<file path="config.mk">
export PLATFORM = sky130hd
export DESIGN_NAME = fdh_ctrl
export DESIGN_NICKNAME = d
export VERILOG_FILES = /design/src/rtl/fdh_pkg.sv /design/src/rtl/fdh_ctrl.sv
export SDC_FILE = /design/constraint.sdc
export NUM_CORES = 1
export LEC_CHECK = 0
export ABC_AREA = 1
export BUFFER_PORTS_ARGS = -buffer_cell sky130_fd_sc_hd__buf_2
export CAP_MARGIN = 5
export CORE_AREA = 5 5 42 44
export CTS_CLUSTER_DIAMETER = 30
export DETAILED_ROUTE_END_ITERATION = 7
export DIE_AREA = 0 0 47 49
export PLACE_DENSITY_LB_ADDON = 0.25
export SYNTH_ARGS = -nofsm -noshare
export SYNTH_HDL_FRONTEND = slang
export SYNTH_SLANG_ARGS = --single-unit
</file>
<file path="constraint.sdc">
create_clock -name clk -period 1.1 [get_ports clk]
set_input_delay 0.11 -clock clk [delete_from_list [all_inputs] [get_ports clk]]
set_output_delay 0.11 -clock clk [all_outputs]
set_load 0.02 [all_outputs]
</file>
<file path="src/rtl/fdh_pkg.sv">
// ----------------------------------------------------------------------------
// fdh_pkg
// Shared types and constants for the filtered dual histogram core.
// ----------------------------------------------------------------------------
package fdh_pkg;

  localparam int T_BINS_DEF      = 4096;
  localparam int X_BINS_DEF      = 2048;
  localparam int COUNT_WIDTH_DEF = 32;

  localparam logic [11:0] LATTICE_RESET = 12'd4095;

  localparam logic [1:0] MODE_RECORD  = 2'd0;
  localparam logic [1:0] MODE_READ_T  = 2'd1;
  localparam logic [1:0] MODE_READ_X  = 2'd2;
  localparam logic [1:0] MODE_SUMMARY = 2'd3;

  localparam logic [1:0] STATUS_OK       = 2'd0;
  localparam logic [1:0] STATUS_T_REJECT = 2'd1;
  localparam logic [1:0] STATUS_X_RANGE  = 2'd2;
  localparam logic [1:0] STATUS_IDX_BAD  = 2'd3;

  typedef struct packed {
    logic [1:0]         mode;
    logic signed [31:0] t_value;
    logic signed [31:0] s_value;
    logic signed [31:0] a_value;
    logic signed [31:0] x_value;
    logic [11:0]        bin_index;
  } in_item_t;

  typedef struct packed {
    logic [1:0]         status;
    logic [31:0]        bin_count;
    logic signed [31:0] t_maximum;
    logic signed [31:0] s_maximum;
    logic signed [31:0] a_maximum;
    logic signed [31:0] x_maximum;
    logic [31:0]        total_points;
  } out_item_t;

  typedef struct packed {
    logic clear;
    logic capture;
    logic finish;
  } cmd_t;

  typedef struct packed {
    logic clr_last;
    logic out_free;
  } stat_t;

endpackage

</file>
<file path="src/rtl/fdh_ctrl.sv">
// ----------------------------------------------------------------------------
// fdh_ctrl
// Sequencer: clearing pass, item capture, bin lookup, update and result.
// ----------------------------------------------------------------------------
module fdh_ctrl (
  input  logic          clk,
  input  logic          rst,
  input  logic          in_valid,
  output logic          in_ready,
  input  fdh_pkg::stat_t stat,
  output fdh_pkg::cmd_t  cmd
);

  typedef enum logic [1:0] {
    CLEAR,
    IDLE,
    LOOKUP,
    FINISH
  } state_t;

  state_t state;
  logic   in_rdy;

  always_ff @(posedge clk) begin
    if (rst) begin
      state  <= CLEAR;
      in_rdy <= 1'b0;
    end else begin
      unique case (state)
        CLEAR: begin
          if (stat.clr_last) begin
            state  <= IDLE;
            in_rdy <= 1'b1;
          end
        end
        IDLE: begin
          if (in_valid) begin
            state  <= LOOKUP;
            in_rdy <= 1'b0;
          end
        end
        LOOKUP: begin
          state <= FINISH;
        end
        FINISH: begin
          if (stat.out_free) begin
            state  <= IDLE;
            in_rdy <= 1'b1;
          end
        end
        default: begin
          state  <= CLEAR;
          in_rdy <= 1'b0;
        end
      endcase
    end
  end

  assign in_ready    = in_rdy;
  assign cmd.clear   = (state == CLEAR);
  assign cmd.capture = in_rdy && in_valid;
  assign cmd.finish  = (state == FINISH) && stat.out_free;

endmodule

</file>
# [Yosys cells after proc, flatten, opt, wreduce, memory -nomap -nowiden]
# Index checks and enable logic that the tools add are counted.
[op_classes] eq_ne=6 muxes=8 n_reduce_logical=6
[ops] op="one-hot mux 2 bit (4 select lines)" count=1
[ops] op="two-way mux 2 bit" count=3
[ops] op="!= test 2 bit (second input constant)" count=3
[ops] op="== test 2 bit (second input constant)" count=2
[ops] op="AND reduction 4 bit" count=1
[ops] op="two-way mux 1 bit" count=3
[ops] op="one-hot mux 1 bit (3 select lines)" count=1
[ops] op="AND reduction 3 bit" count=1
[ops] op="nonzero test 3 bit" count=1
[ops] op="== test 2 x 1 -> 1 bit (second input constant)" count=1
[ops] op="logical AND 1 bit" count=2
[ops] op="zero test 2 bit" count=1
[word_totals] regBits=3 inputBits=5 output_inout_bits=4 wordCells=22

# [Depth between registers and ports, before layout]
[depth] depth_word=3 depth_mapped=8 mapped_depth_nobuf=8

# [Worst setup path before layout]
# No wires, ideal clock.
[synth_timing] kind="flip-flop to flip-flop" startpoint="register state[0]" endpoint="register in_rdy, in the netlist in_ready" setup_time_ns=0.115 arrival_time_ns=1.066 required_ns=0.985 slack_ns=-0.081 stages_incl_launch_ff=9 path_buffers=0 period_less_slack_ns=1.181 path_cell_list="dfxtp_1 -> inv_1 -> ha_1 -> nand2_4 -> nand2_2 -> inv_2 -> nand3_1 -> nand2_1 -> nor2_1"
[synth_rtl] element="start: declaration" line="fdh_ctrl.sv:21" text="state_t state;"
[synth_rtl] element="start signal: assignment" line="fdh_ctrl.sv:26" text="state <= CLEAR;"
[synth_rtl] element="start signal: assignment" line="fdh_ctrl.sv:32" text="state <= IDLE;"
[synth_rtl] element="start signal: assignment" line="fdh_ctrl.sv:38" text="state <= LOOKUP;"
[synth_rtl] element="end signal: assignment" line="fdh_ctrl.sv:27" text="in_rdy <= 1'b0;"
[synth_rtl] element="end signal: assignment" line="fdh_ctrl.sv:33" text="in_rdy <= 1'b1;"
[synth_rtl] element="end signal: assignment" line="fdh_ctrl.sv:39" text="in_rdy <= 1'b0;"
[synth_rtl] element="end: declaration" line="fdh_ctrl.sv:22" text="logic in_rdy;"

# [Final worst setup path]
[layout_timing] startpoint="register state[1]" endpoint="register in_rdy, in the netlist in_ready"
[layout_via] elab_chain_len=3
[layout_rtl] element="== test 2 bit (tied with other cells)" line="fdh_ctrl.sv:29" text="unique case (state)"
[layout_rtl] element="!= test 2 bit (no source line) or nonzero test 3 bit (tied branches)"
[layout_rtl] element="AND reduction 4 bit (no source line)"
# Parallel ways exist; a longest one is shown, timed or not.
# A chain may end at the register's enable or synchronous reset.

==> impl_metrics.csv <==
group,metric,value,unit
finish,final_layout_size_suffix_gt1_share,65.4,%
synth,seq_area_frac_synth,23.9,%
clocking,clkLatencyLatePin,0.23,ns
clocking,cts_tree,"yes",
drt,dr.pass1.iters,4,
critical_path,path_class,"reg2reg",
clocking,clockBufferDepth,2,
timing,rsz0062_at_grt,"true",
place,place_area,329,um2
clocking,cts_num_sinks,3,
critical_path,required,1.22,ns
synth,synth.net_count,45,
global_routing,grt_pass1_wl,834,um
place,pre_cts_slack,-0.0353,ns
synth,synth_top_area_cell,"dfxtp_1",
power_and_ir_drop,p_leak,0.237,nW
die,num_rows,14,
die,pin_count,9,
finish,final_net_count,62,
place,port_buffers,8,
hold_path,hp-start,"rst",
critical_path,cp-end-kind,"register",
drt,drt_iter0_drc,2,
synth,synth-xor-area-share,0,%
synth,synth_top_family_by_area,"simple AND/OR/NAND/NOR gates",
power_and_ir_drop,p_per_area,2710,nW/um2
synth,synth_common_cells,"inv_1 (9), nand2_1 (7), ha_1 (4)",
drt,route.detailed.drc,0,
hold_path,hold_class,"in2reg",
critical_path,cp_max_fo,3,
synth,synthCells,36,
critical_path,r2r-start,"state[1]",
drt,viasPerCell,3.84,
synth,synth_compound_area_share,7.46,%
synth,syn_avg_cell_area,6.99,um2
global_routing,grt_usage,4.99,%
global_routing,grt_pass1_vias,227,
die,core_area,1400,um2
finish,fillers,168,
synth,synth-simple-area-share,33.8,%
synth,postSynth.asyncResetShare,0,%
synth,ys_ff_latch,3,
drt,ant_nets,0,
synth,synth_fa_ha_area_share,19.9,%
synth,synth_edf_count,0,
global_routing,grt_max_degree,4,
synth,synth_top_area_share,23.9,%
clocking,cts_inserted_buffers,3,
die,dieWidth,47,um
timing,period_share,102,%
die,fp.dieArea,2300,um2
timing,worst_slack,-0.0240,ns
run_status,status,"finished with violations",
critical_path,critPathLaunchType,"register",
clocking,hold_buffers,0,
run_status,violations,"setup timing",
synth,synth_mux_area_share,0,%
timing,clock.fmax,0.890,GHz
synth,synth_ff_type,"dfxtp_1",
drt,wl_per_cell,8.35,um
finish,num_antenna_cells,0,
power_and_ir_drop,total_power,1.20,mW
timing,fin_skew,0.00154,ns
finish,final_util,31.5,%
synth,yosysMostFrequentCell,"inv_1",
clocking,h-tree-depth,1,
flow_run,max_cap_violations,0,
global_routing,antenna_found_initial,0,
critical_path,arrival,1.24,ns
die,start_util,17.9,%
finish,final_area,442,um2
power_and_ir_drop,ir_worst_vdd,1.03,mV
timing,worst_pin_slew,0.132,ns
global_routing,grt-ovfl-total,0,
drt,routed-via-count,261,
critical_path,crit_path_start,"state[1]",
timing,hold_viol,0,
synth,syn_area,251,um2
timing,hold_ws,0.0476,ns
synth,yosysUniqueCellTypes,13,
die,die_h,49,um
timing,final_max_slew_viol_count,0,
place,gp_congestion,0.695,
clocking,cts-root-buf,"clkbuf_4",
timing,setup_viol,3,
finish,area_growth,75.6,%
drt,wl,568,um
timing,relSlewSlack,91.2,%
synth,synth_area_leaders,"dfxtp_1 (24%), ha_1 (20%), inv_1 (13%), nand2_1 (10%), nand2_2 (7.5%)",
clocking,path_clk_slew,0.04,ns
timing,period_minus_slack,1.12,ns
synth,yosys_warnings,0,
## logic make-up (layout without fill, tap and decap cells)
kind of cell / after synthesis / count (layout)
AOI/OAI and AO/OA: 3 / 3
adders and majority gates: 4 / 4
buffers and inverters: 10 / 26
DFF: 3 / 3
and+or+nand+nor: 16 / 16
## repair_timing
action / in CTS / in global routing
gates resized for setup: 12 / 8
setup endpoints to repair: 4 / 5
pin swaps: 2 / 4
buffers inserted: 2 / 0
## path summary, 6_finish.rpt
| kind | slack (ns) | end | depth (start not counted) |
|---|---|---|---|
| worst min register to register | 0.50 | in_ready | 2 |
| worst max-delay path | -0.02 | in_ready | 9 |
| worst min-delay path | 0.05 | state[0] | 2 |
| worst max register to register | -0.02 | in_ready | 9 |
## metal layers
layer	vias to the layer above	routed length [um]	GRT usage [%]
met1	120	205	4.58
met5	-	0	0
met4	0	0	2.76
li1	136	-	-
met3	0	19	3.32
met2	5	342	7.92
## sequential cells by signal (all words and copies together), names as in the netlist
register,flops
state,2
in_ready,1
## per-stage QoR
step / cells / TNS (ns)
3_3_place_gp: 62 / -0.0336
2_1_floorplan: 36 / 0
3_5_place_dp: 62 / -0.0432
5_1_grt: 68 / -0.336
6_report: 68 / -0.0432
4_1_cts: 68 / -0.107
## where the power goes
part	leakage, nW	switching [mW]	internal (mW)
Combinational	0.196	0.395	0.397
Sequential	0.0259	0.0489	0.170
Clock	0.0150	0.0493	0.135
Total	0.237	0.493	0.703
## cell usage in the layout, fill, tap and decap left out, drive strengths merged
| cell | instances |
|---|---|
| inv | 10 |
| nand2 | 11 |
| ha | 4 |
| a21oi | 3 |
| nand3 | 2 |
| clkbuf | 4 |
| buf | 12 |
| nor2 | 3 |
| dfxtp | 3 |
## area by class of cell
class / count / area (um2) / area share (%)
timing repair buffer: 12 / 86.3 / 19.5
sequential: 3 / 65.1 / 14.7
tap: 16 / 20.0 / 4.53
multi-input combinational: 23 / 204 / 46.2
inverter: 10 / 40.0 / 9.07
clock buffer: 4 / 26.3 / 5.95
## worst max-delay path: stages, from the launching register on
cell and delay, ns:
dfxtp_4 0.36, inv_4 0.05, ha_4 0.15, buf_6 0.11, nand2_4 0.05, nand2_2 0.05
inv_2 0.08, nand3_2 0.06, nand2_1 0.07, nor2_1 0.03
(Power assumes the default switching activity.)
